<file path="config.mk">
export PLATFORM = sky130hd
export DESIGN_NAME = cb_prefix_bit_shift_unit
export DESIGN_NICKNAME = d
export VERILOG_FILES = /design/src/rtl/cbu_pkg.sv /design/src/rtl/cbu_front.sv /design/src/rtl/cbu_exec.sv /design/src/rtl/cb_prefix_bit_shift_unit.sv
export SDC_FILE = /design/constraint.sdc
export NUM_CORES = 1
export LEC_CHECK = 0
export BUFFER_PORTS_ARGS = -buffer_cell sky130_fd_sc_hd__buf_2
export CELL_PAD_IN_SITES_DETAIL_PLACEMENT = 1
export CELL_PAD_IN_SITES_GLOBAL_PLACEMENT = 1
export CORE_MARGIN = 10
export CORE_UTILIZATION = 30
export CTS_CLUSTER_SIZE = 28
export DETAILED_ROUTE_END_ITERATION = 12
export PLACE_DENSITY = 0.61
export SLEW_MARGIN = 15
export SYNTH_ARGS = -nofsm -noshare
export SYNTH_HDL_FRONTEND = slang
export SYNTH_SLANG_ARGS = --single-unit
</file>
<file path="constraint.sdc">
create_clock -name clock -period 5.59 [get_ports clock]
set_input_delay 0.2795 -clock clock [delete_from_list [all_inputs] [get_ports clock]]
set_output_delay 0.2795 -clock clock [all_outputs]
set_load 0.01 [all_outputs]
</file>
<file path="src/rtl/cbu_pkg.sv">
// Shared types and constants for the CB-prefix rotate/shift/bit unit.
`timescale 1ns / 1ps
package cbu_pkg;

   localparam int QUEUE_DEPTH = 2;
   localparam int PTR_W = $clog2(QUEUE_DEPTH);
   localparam int CNT_W = $clog2(QUEUE_DEPTH + 1);
   localparam int REG_COUNT = 7;
   localparam int SLOT_W = $clog2(REG_COUNT);

   // operand selector codes
   localparam logic [2:0] SEL_H = 3'd4;
   localparam logic [2:0] SEL_L = 3'd5;
   localparam logic [2:0] SEL_MEM = 3'd6;
   localparam logic [2:0] SEL_A = 3'd7;
   localparam logic [2:0] SEL_FLAGS = 3'd6;

   localparam logic [7:0] TOP_BIT = 8'(1 << 7);

   typedef enum logic [1:0] {
      GRP_SHIFT = 2'd0,
      GRP_BIT = 2'd1,
      GRP_RES = 2'd2,
      GRP_SET = 2'd3
   } cbu_group_type;

   typedef enum logic [2:0] {
      OP_RLC = 3'd0,
      OP_RRC = 3'd1,
      OP_RL = 3'd2,
      OP_RR = 3'd3,
      OP_SLA = 3'd4,
      OP_SRA = 3'd5,
      OP_SWAP = 3'd6,
      OP_SRL = 3'd7
   } cbu_shift_op_type;

   typedef struct packed {
      logic is_load;
      cbu_group_type grp;
      logic [2:0] sub;
      logic [2:0] sel;
      logic [7:0] mem_data;
      logic [7:0] load_value;
   } cbu_item_type;

   typedef struct packed {
      logic [7:0] new_value;
      logic [3:0] flags_out;
      logic [2:0] dest_index;
      logic reg_written;
      logic mem_write;
      logic [15:0] mem_address;
   } cbu_result_type;

   // register file slot of an operand selector; A lives in slot 6
   function automatic logic [SLOT_W-1:0] slot_of(input logic [2:0] sel);
      logic [SLOT_W-1:0] slot;
      slot = (sel == SEL_A) ? SLOT_W'(6) : SLOT_W'(sel);
      return slot;
   endfunction

endpackage

</file>
<file path="src/rtl/cbu_front.sv">
// Front end: accepts and decodes requests into a short queue.
`timescale 1ns / 1ps
module cbu_front
   import cbu_pkg::*;
(
   input  logic clock,
   input  logic reset,
   input  logic push,
   output logic full,
   input  logic req_type,
   input  logic [7:0] req_opcode,
   input  logic [7:0] req_mem_data,
   input  logic [2:0] req_load_index,
   input  logic [7:0] req_load_value,
   output logic item_valid,
   output cbu_item_type item,
   input  logic item_take
);

   cbu_item_type item_ff [QUEUE_DEPTH];
   logic [PTR_W-1:0] wr_ptr_ff, wr_ptr_in;
   logic [PTR_W-1:0] rd_ptr_ff, rd_ptr_in;
   logic [CNT_W-1:0] count_ff, count_in;
   cbu_item_type decoded;
   logic push_ok;
   logic take_ok;

   always_comb begin
      decoded.is_load = req_type;
      decoded.grp = cbu_group_type'(req_opcode[7:6]);
      decoded.sub = req_opcode[5:3];
      decoded.sel = req_type ? req_load_index : req_opcode[2:0];
      decoded.mem_data = req_mem_data;
      decoded.load_value = req_load_value;
   end

   assign full = (count_ff == CNT_W'(QUEUE_DEPTH));
   assign item_valid = (count_ff != '0);
   assign item = item_ff[rd_ptr_ff];
   assign push_ok = push && !full;
   assign take_ok = item_take && item_valid;

   always_comb begin
      wr_ptr_in = wr_ptr_ff;
      rd_ptr_in = rd_ptr_ff;
      count_in = count_ff;
      if (push_ok) begin
         wr_ptr_in = (wr_ptr_ff == PTR_W'(QUEUE_DEPTH - 1)) ? '0 : wr_ptr_ff + 1'b1;
      end
      if (take_ok) begin
         rd_ptr_in = (rd_ptr_ff == PTR_W'(QUEUE_DEPTH - 1)) ? '0 : rd_ptr_ff + 1'b1;
      end
      if (push_ok && !take_ok) begin
         count_in = count_ff + 1'b1;
      end else if (take_ok && !push_ok) begin
         count_in = count_ff - 1'b1;
      end
   end

   always_ff @(posedge clock) begin
      if (reset) begin
         wr_ptr_ff <= '0;
         rd_ptr_ff <= '0;
         count_ff <= '0;
      end else begin
         wr_ptr_ff <= wr_ptr_in;
         rd_ptr_ff <= rd_ptr_in;
         count_ff <= count_in;
      end
   end

   always_ff @(posedge clock) begin
      if (push_ok) begin
         item_ff[wr_ptr_ff] <= decoded;
      end
   end

endmodule

</file>
<file path="src/rtl/cbu_exec.sv">
// Back end: register file, flags, the operation itself and the result queue.
`timescale 1ns / 1ps
module cbu_exec
   import cbu_pkg::*;
(
   input  logic clock,
   input  logic reset,
   input  logic item_valid,
   input  cbu_item_type item,
   output logic item_take,
   input  logic pop,
   output logic empty,
   output cbu_result_type result
);

   logic [7:0] regs_ff [REG_COUNT];
   logic [3:0] flags_ff, flags_in;
   cbu_result_type res_ff [QUEUE_DEPTH];
   logic [PTR_W-1:0] wr_ptr_ff, wr_ptr_in;
   logic [PTR_W-1:0] rd_ptr_ff, rd_ptr_in;
   logic [CNT_W-1:0] count_ff, count_in;

   logic out_full;
   logic pop_ok;
   logic [7:0] operand;
   logic [7:0] bit_mask;
   logic [7:0] value;
   logic shifted_out;
   logic is_mem;
   logic reg_we;
   cbu_result_type res;

   assign out_full = (count_ff == CNT_W'(QUEUE_DEPTH));
   assign empty = (count_ff == '0);
   assign pop_ok = pop && !empty;
   assign item_take = item_valid && (!out_full || pop_ok);
   assign result = res_ff[rd_ptr_ff];

   assign is_mem = (item.sel == SEL_MEM);
   assign operand = is_mem ? item.mem_data : regs_ff[slot_of(item.sel)];
   assign bit_mask = 8'b1 << item.sub;

   always_comb begin
      value = operand;
      shifted_out = 1'b0;
      case (cbu_shift_op_type'(item.sub))
         OP_RLC:  begin value = {operand[6:0], operand[7]}; shifted_out = operand[7]; end
         OP_RRC:  begin value = {operand[0], operand[7:1]}; shifted_out = operand[0]; end
         OP_RL:   begin value = {operand[6:0], flags_ff[0]}; shifted_out = operand[7]; end
         OP_RR:   begin value = {flags_ff[0], operand[7:1]}; shifted_out = operand[0]; end
         OP_SLA:  begin value = {operand[6:0], 1'b0}; shifted_out = operand[7]; end
         OP_SRA:  begin
            value = (operand >> 1) | (operand & TOP_BIT);
            shifted_out = operand[0];
         end
         OP_SWAP: begin value = {operand[3:0], operand[7:4]}; shifted_out = 1'b0; end
         OP_SRL:  begin value = {1'b0, operand[7:1]}; shifted_out = operand[0]; end
         default: begin value = operand; shifted_out = 1'b0; end
      endcase
   end

   always_comb begin
      res.new_value = operand;
      res.dest_index = item.sel;
      res.reg_written = 1'b0;
      res.mem_write = 1'b0;
      res.mem_address = {regs_ff[SLOT_W'(SEL_H)], regs_ff[SLOT_W'(SEL_L)]};
      flags_in = flags_ff;
      reg_we = 1'b0;
      if (item.is_load) begin
         res.new_value = item.load_value;
         if (item.sel == SEL_FLAGS) begin
            flags_in = item.load_value[7:4];
         end else begin
            reg_we = 1'b1;
         end
      end else begin
         case (item.grp)
            GRP_SHIFT: begin
               res.new_value = value;
               flags_in = {(value == 8'h00), 1'b0, 1'b0, shifted_out};
            end
            GRP_BIT: begin
               flags_in = {((operand & bit_mask) == 8'h00), 1'b0, 1'b1, flags_ff[0]};
            end
            GRP_RES: res.new_value = operand & ~bit_mask;
            GRP_SET: res.new_value = operand | bit_mask;
            default: res.new_value = operand;
         endcase
         if (item.grp != GRP_BIT) begin
            res.mem_write = is_mem;
            reg_we = !is_mem;
         end
      end
      res.reg_written = reg_we;
      res.flags_out = flags_in;
   end

   always_comb begin
      wr_ptr_in = wr_ptr_ff;
      rd_ptr_in = rd_ptr_ff;
      count_in = count_ff;
      if (item_take) begin
         wr_ptr_in = (wr_ptr_ff == PTR_W'(QUEUE_DEPTH - 1)) ? '0 : wr_ptr_ff + 1'b1;
      end
      if (pop_ok) begin
         rd_ptr_in = (rd_ptr_ff == PTR_W'(QUEUE_DEPTH - 1)) ? '0 : rd_ptr_ff + 1'b1;
      end
      if (item_take && !pop_ok) begin
         count_in = count_ff + 1'b1;
      end else if (pop_ok && !item_take) begin
         count_in = count_ff - 1'b1;
      end
   end

   always_ff @(posedge clock) begin
      if (reset) begin
         wr_ptr_ff <= '0;
         rd_ptr_ff <= '0;
         count_ff <= '0;
         flags_ff <= '0;
         for (int i = 0; i < REG_COUNT; i++) begin
            regs_ff[i] <= '0;
         end
      end else begin
         wr_ptr_ff <= wr_ptr_in;
         rd_ptr_ff <= rd_ptr_in;
         count_ff <= count_in;
         if (item_take) begin
            flags_ff <= flags_in;
            if (reg_we) begin
               regs_ff[slot_of(item.sel)] <= res.new_value;
            end
         end
      end
   end

   always_ff @(posedge clock) begin
      if (item_take) begin
         res_ff[wr_ptr_ff] <= res;
      end
   end

endmodule

</file>
<file path="src/rtl/cb_prefix_bit_shift_unit.sv">
// Top level of the CB-prefix rotate/shift/bit unit.
//
// Usage: both channels behave as queues. A transaction enters at a clock
// edge with push high and full low; it either executes one CB-prefixed
// opcode (req_type 0) or loads a register or the flags (req_type 1).
// Exactly one result comes out per transaction, in order; it is on the rsp_
// ports while empty is low and leaves at an edge with pop high.
// Path: a result goes from the decode queue through execute into the result
// queue. Throughput: one transaction per cycle while pop keeps the result
// queue from filling, set by the execute stage that owns the register file
// and flags, so dependent opcodes follow back to back.
// Reset clears the seven registers, the flags and both queues.
// When pop stays low the result queue fills, execution stalls, the decode
// queue fills, and full rises; nothing is dropped.
// For (HL) operands, except BIT, mem_write reports a store of rsp_new_value
// to rsp_mem_address, which always shows H:L as held before the transaction.
`timescale 1ns / 1ps
module cb_prefix_bit_shift_unit
   import cbu_pkg::*;
(
   input  logic clock,
   input  logic reset,
   input  logic push,
   output logic full,
   input  logic req_type,
   input  logic [7:0] req_opcode,
   input  logic [7:0] req_mem_data,
   input  logic [2:0] req_load_index,
   input  logic [7:0] req_load_value,
   input  logic pop,
   output logic empty,
   output logic [7:0] rsp_new_value,
   output logic [3:0] rsp_flags_out,
   output logic [2:0] rsp_dest_index,
   output logic rsp_reg_written,
   output logic rsp_mem_write,
   output logic [15:0] rsp_mem_address
);

   logic item_valid;
   logic item_take;
   cbu_item_type item;
   cbu_result_type result;

   cbu_front u_front (
      .clock(clock),
      .reset(reset),
      .push(push),
      .full(full),
      .req_type(req_type),
      .req_opcode(req_opcode),
      .req_mem_data(req_mem_data),
      .req_load_index(req_load_index),
      .req_load_value(req_load_value),
      .item_valid(item_valid),
      .item(item),
      .item_take(item_take)
   );

   cbu_exec u_exec (
      .clock(clock),
      .reset(reset),
      .item_valid(item_valid),
      .item(item),
      .item_take(item_take),
      .pop(pop),
      .empty(empty),
      .result(result)
   );

   assign rsp_new_value = result.new_value;
   assign rsp_flags_out = result.flags_out;
   assign rsp_dest_index = result.dest_index;
   assign rsp_reg_written = result.reg_written;
   assign rsp_mem_write = result.mem_write;
   assign rsp_mem_address = result.mem_address;

endmodule

</file>
==> metrics <==
Clock Skew=20.3 ps; largest incremental delay on the critical path=980 ps; cell-by-cell trace of the critical path=buf_4 -> mux2i_4 -> nand2_1 -> a2bb2oi_1 -> a21oi_1 -> a311oi_1 -> o32ai_1 -> or2_0 -> nor2_1; Clk Latency, worst-skew pair=450 ps; type of the setup path with the least slack=register to register; post-synth design cell area=8440 um2; Data arrival, critical path=4400 ps; Initial Util=0.304; number of placed instances with taps included=1,064; count of instances resized after the clock tree is built=0; Core ar.=27,800 um2; CTS tree=yes; half-perimeter wire length of the detailed placement result=17.6 mm; sequential fraction of the synthesis area=0.635; synthesized netlist cell count=632; total buffers and inverters traversed by the critical path=1; Setup TNS=0 ps; headroom to the max-slew limit=0.267; number of antenna-violating nets in the routed design=0; number of synthesized register bits=186; total internal power=3.25 mW; All-Layer GR Usage=0.135; Least-Margin Pin Slew=1100 ps; number of maximum-capacitance violations=0; setup violators final=0; global placement routability congestion=0.887; largest net degree at the start of global routing=34; post-synth top area share=0.583; PD cells=552 nW/um2; clock share of power=0.232; vias in the first global route=5,763; critical-path cell with the highest stage delay=o32ai_1; max-slew violation count=0; Post-Place Setup Slack=1420 ps; count of vias placed by the detailed router=5,532; Clock transition at path regs=80 ps; top cell type by total area after synthesis=edfxtp_1; cell row count=61; Root Buffer=clkbuf_16; sw frac=0.401; final worst path period share=0.756; final number of hold-violating endpoints=0; reported leakage power=3.47 nW; Critical Path Sink Type=register; DR pass1 iterations=5; min setup slack post-route=1370 ps; wire length of the first global-routing pass=36.7 mm; antenna violations before repair=1; Max rail drop VDD=304 uV; total overflow reported by the global router=0; Synth cell types=71; leading cell types by total area after synthesis=edfxtp_1 58%, mux2_2 6.7%, dfxtp_1 5.2%; initial DRC count=352; postcts setup bufs=0; layout cell share with drive strength beyond 1=0.262; count of hold-fix buffers inserted at cts=0; post-DR wirelength/cell=21.9 um; Async SR Flop Fraction=0; routed wire length=24.0 mm; number of inserted diodes=0; Min Clock Period, post-route=4220 ps; routed via count divided by cell count=5.05; overall power consumption=5.43 mW; fillers=2,981; final core utilization=0.354; Largest delay share family, worst path=compound AO/OA/AOI/OAI gates; number of synthesized flops with an enable pin=164; total of buffers placed on input and output ports=66; NumNets Final=739; Max H-tree Level=4; post-route insts no fill=1,096; floorplan die area=35,300 um2; Data required, critical path=5760 ps; switching power total=2.18 mW; number of buffers on the longest clock path=2; die width=188 um; YS warnings=0; post-synth net total=666; # IOs=67; syn_area_per_cell=13.4 um2; result of the run=completed; Area Overhead vs Synth=16.6%; Critical Path Source Type=register; remaining design rule violation count=0; logic gate share of total power=0.393; top flip-flop cell by instance count after synthesis=edfxtp_1; total clock sinks=186; number of CTS-inserted buffers=17; chip height=188 um; crit-path max FO=33; RSZ-0062 raised after global routing=no; path type of the worst min-delay path=input pin to register; achievable frequency=0.237 GHz; sequential cell fraction of total power=0.375
[state kept, by name, summed over array words and instances (netlist names), named ones only]
signal / flops
u_exec.res_ff: 66
u_exec.regs_ff: 56
u_front.count_ff: 2
u_exec.flags_ff: 4
u_front.item_ff: 50
u_front.rd_ptr_ff: 1
u_exec.rd_ptr_ff: 1
u_exec.count_ff: 2
u_exec.wr_ptr_ff: 1
u_front.wr_ptr_ff: 1
[layer usage]
layer  track usage  part of all wire  vias to the layer above  routed length [um]
li1              -                 -                     2560                   -
met1         0.187              0.48                     2826               11600
met2         0.211              0.47                      137               11200
met3        0.0282             0.042                        9                1010
met4        0.0286            0.0076                        0                 181
met5             0                 0                        -                   0
[power by group through the flow]
| stage | Clock (mW) | Combinational [mW] | Sequential, mW |
|---|---|---|---|
| after floorplan | 0 | 1.40 | 2.03 |
| after global placement | 0 | 2.12 | 2.06 |
| after detailed placement | 0 | 2.13 | 2.07 |
| after CTS | 1.29 | 2.14 | 2.05 |
| after global routing | 1.35 | 2.31 | 2.07 |
| final | 1.26 | 2.13 | 2.04 |
[cells in the final DEF, fill, tap and decap left out, types with 4 or more instances in the layout]
cell / instances
edfxtp_1: 164
buf_2: 66
nor2_1: 59
mux2_2: 50
mux2i_1: 33
nand2_1: 32
and2_1: 28
a21oi_1: 26
o21ai_0: 22
dfxtp_1: 21
inv_1: 19
clkbuf_16: 17
o22ai_1: 12
buf_4: 11
a31oi_1: 10
nor3_1: 8
nand2b_1: 7
nand3_1: 7
xor2_1: 6
o21ai_1: 5
nor2b_1: 5
o211ai_1: 5
a221oi_1: 4
o22a_1: 4
o31ai_1: 4
a211oi_1: 4
inv_12: 4
clkinv_8: 4
[worst paths after layout]
path / cells after the start / slack (ps) / to / startpoint
hold reg to reg: 2 / 460 / u_exec.flags_ff[1] / u_exec.flags_ff[1]
setup / recovery: 9 / 1370 / u_exec.regs_ff[3][3] / register
setup reg to reg: 9 / 1370 / u_exec.regs_ff[3][3] / register
hold / removal: 1 / 30 / u_front.item_ff[0][0] / req_load_value[0]
[metrics by stage]
stage / hold WS, ps / area [um2]
floorplan: 378 / 8440
detailed placement: 451 / 9220
global placement: 445 / 9220
global route: 12.1 / 9840
CTS: 9.52 / 9840
finish: 29.1 / 9840
[cells by family (layout without fill, tap and decap cells)]
kind of cell | Yosys count | in the layout | synth area share
AOI/OAI and AO/OA | 136 | 136 | 0.119
xor gates and xnor gates | 8 | 8 | 0.00830
adders and majority gates | 2 | 2 | 0.00296
buffers and inverters | 45 | 131 | 0.0247
DFF | 186 | 186 | 0.635
muxes | 86 | 86 | 0.112
and+or+nand+nor | 169 | 169 | 0.0976
[cell usage after synthesis (4+ instances only)]
| library cell | n |
|---|---|
| dfxtp_1 | 22 |
| nand2_1 | 32 |
| o21ai_1 | 5 |
| mux2_2 | 50 |
| mux2i_1 | 34 |
| edfxtp_1 | 164 |
| nand3_1 | 7 |
| a31oi_1 | 10 |
| and2_1 | 28 |
| inv_1 | 19 |
| a221oi_1 | 4 |
| o22ai_1 | 12 |
| nand2b_1 | 7 |
| nor3_1 | 8 |
| xor2_1 | 6 |
| clkbuf_1 | 13 |
| a21oi_1 | 26 |
| o21ai_0 | 22 |
| o22a_1 | 4 |
| a211oi_1 | 4 |
| nor2b_1 | 5 |
| nor2_1 | 61 |
| buf_2 | 6 |
| o31ai_1 | 4 |
| o211ai_1 | 5 |
[area by class of cell]
class	instances	area, um2	area share
Sequential cell	186	5370	0.545
Clock inverter	15	198	0.0201
Tap cell	378	473	0.0480
Inverter	22	87.6	0.00890
Timing Repair Buffer	77	413	0.0419
Clock buffer	17	425	0.0432
Multi-Input combinational cell	401	2880	0.293
No activity file was read; power rests on OpenSTA's default activity.
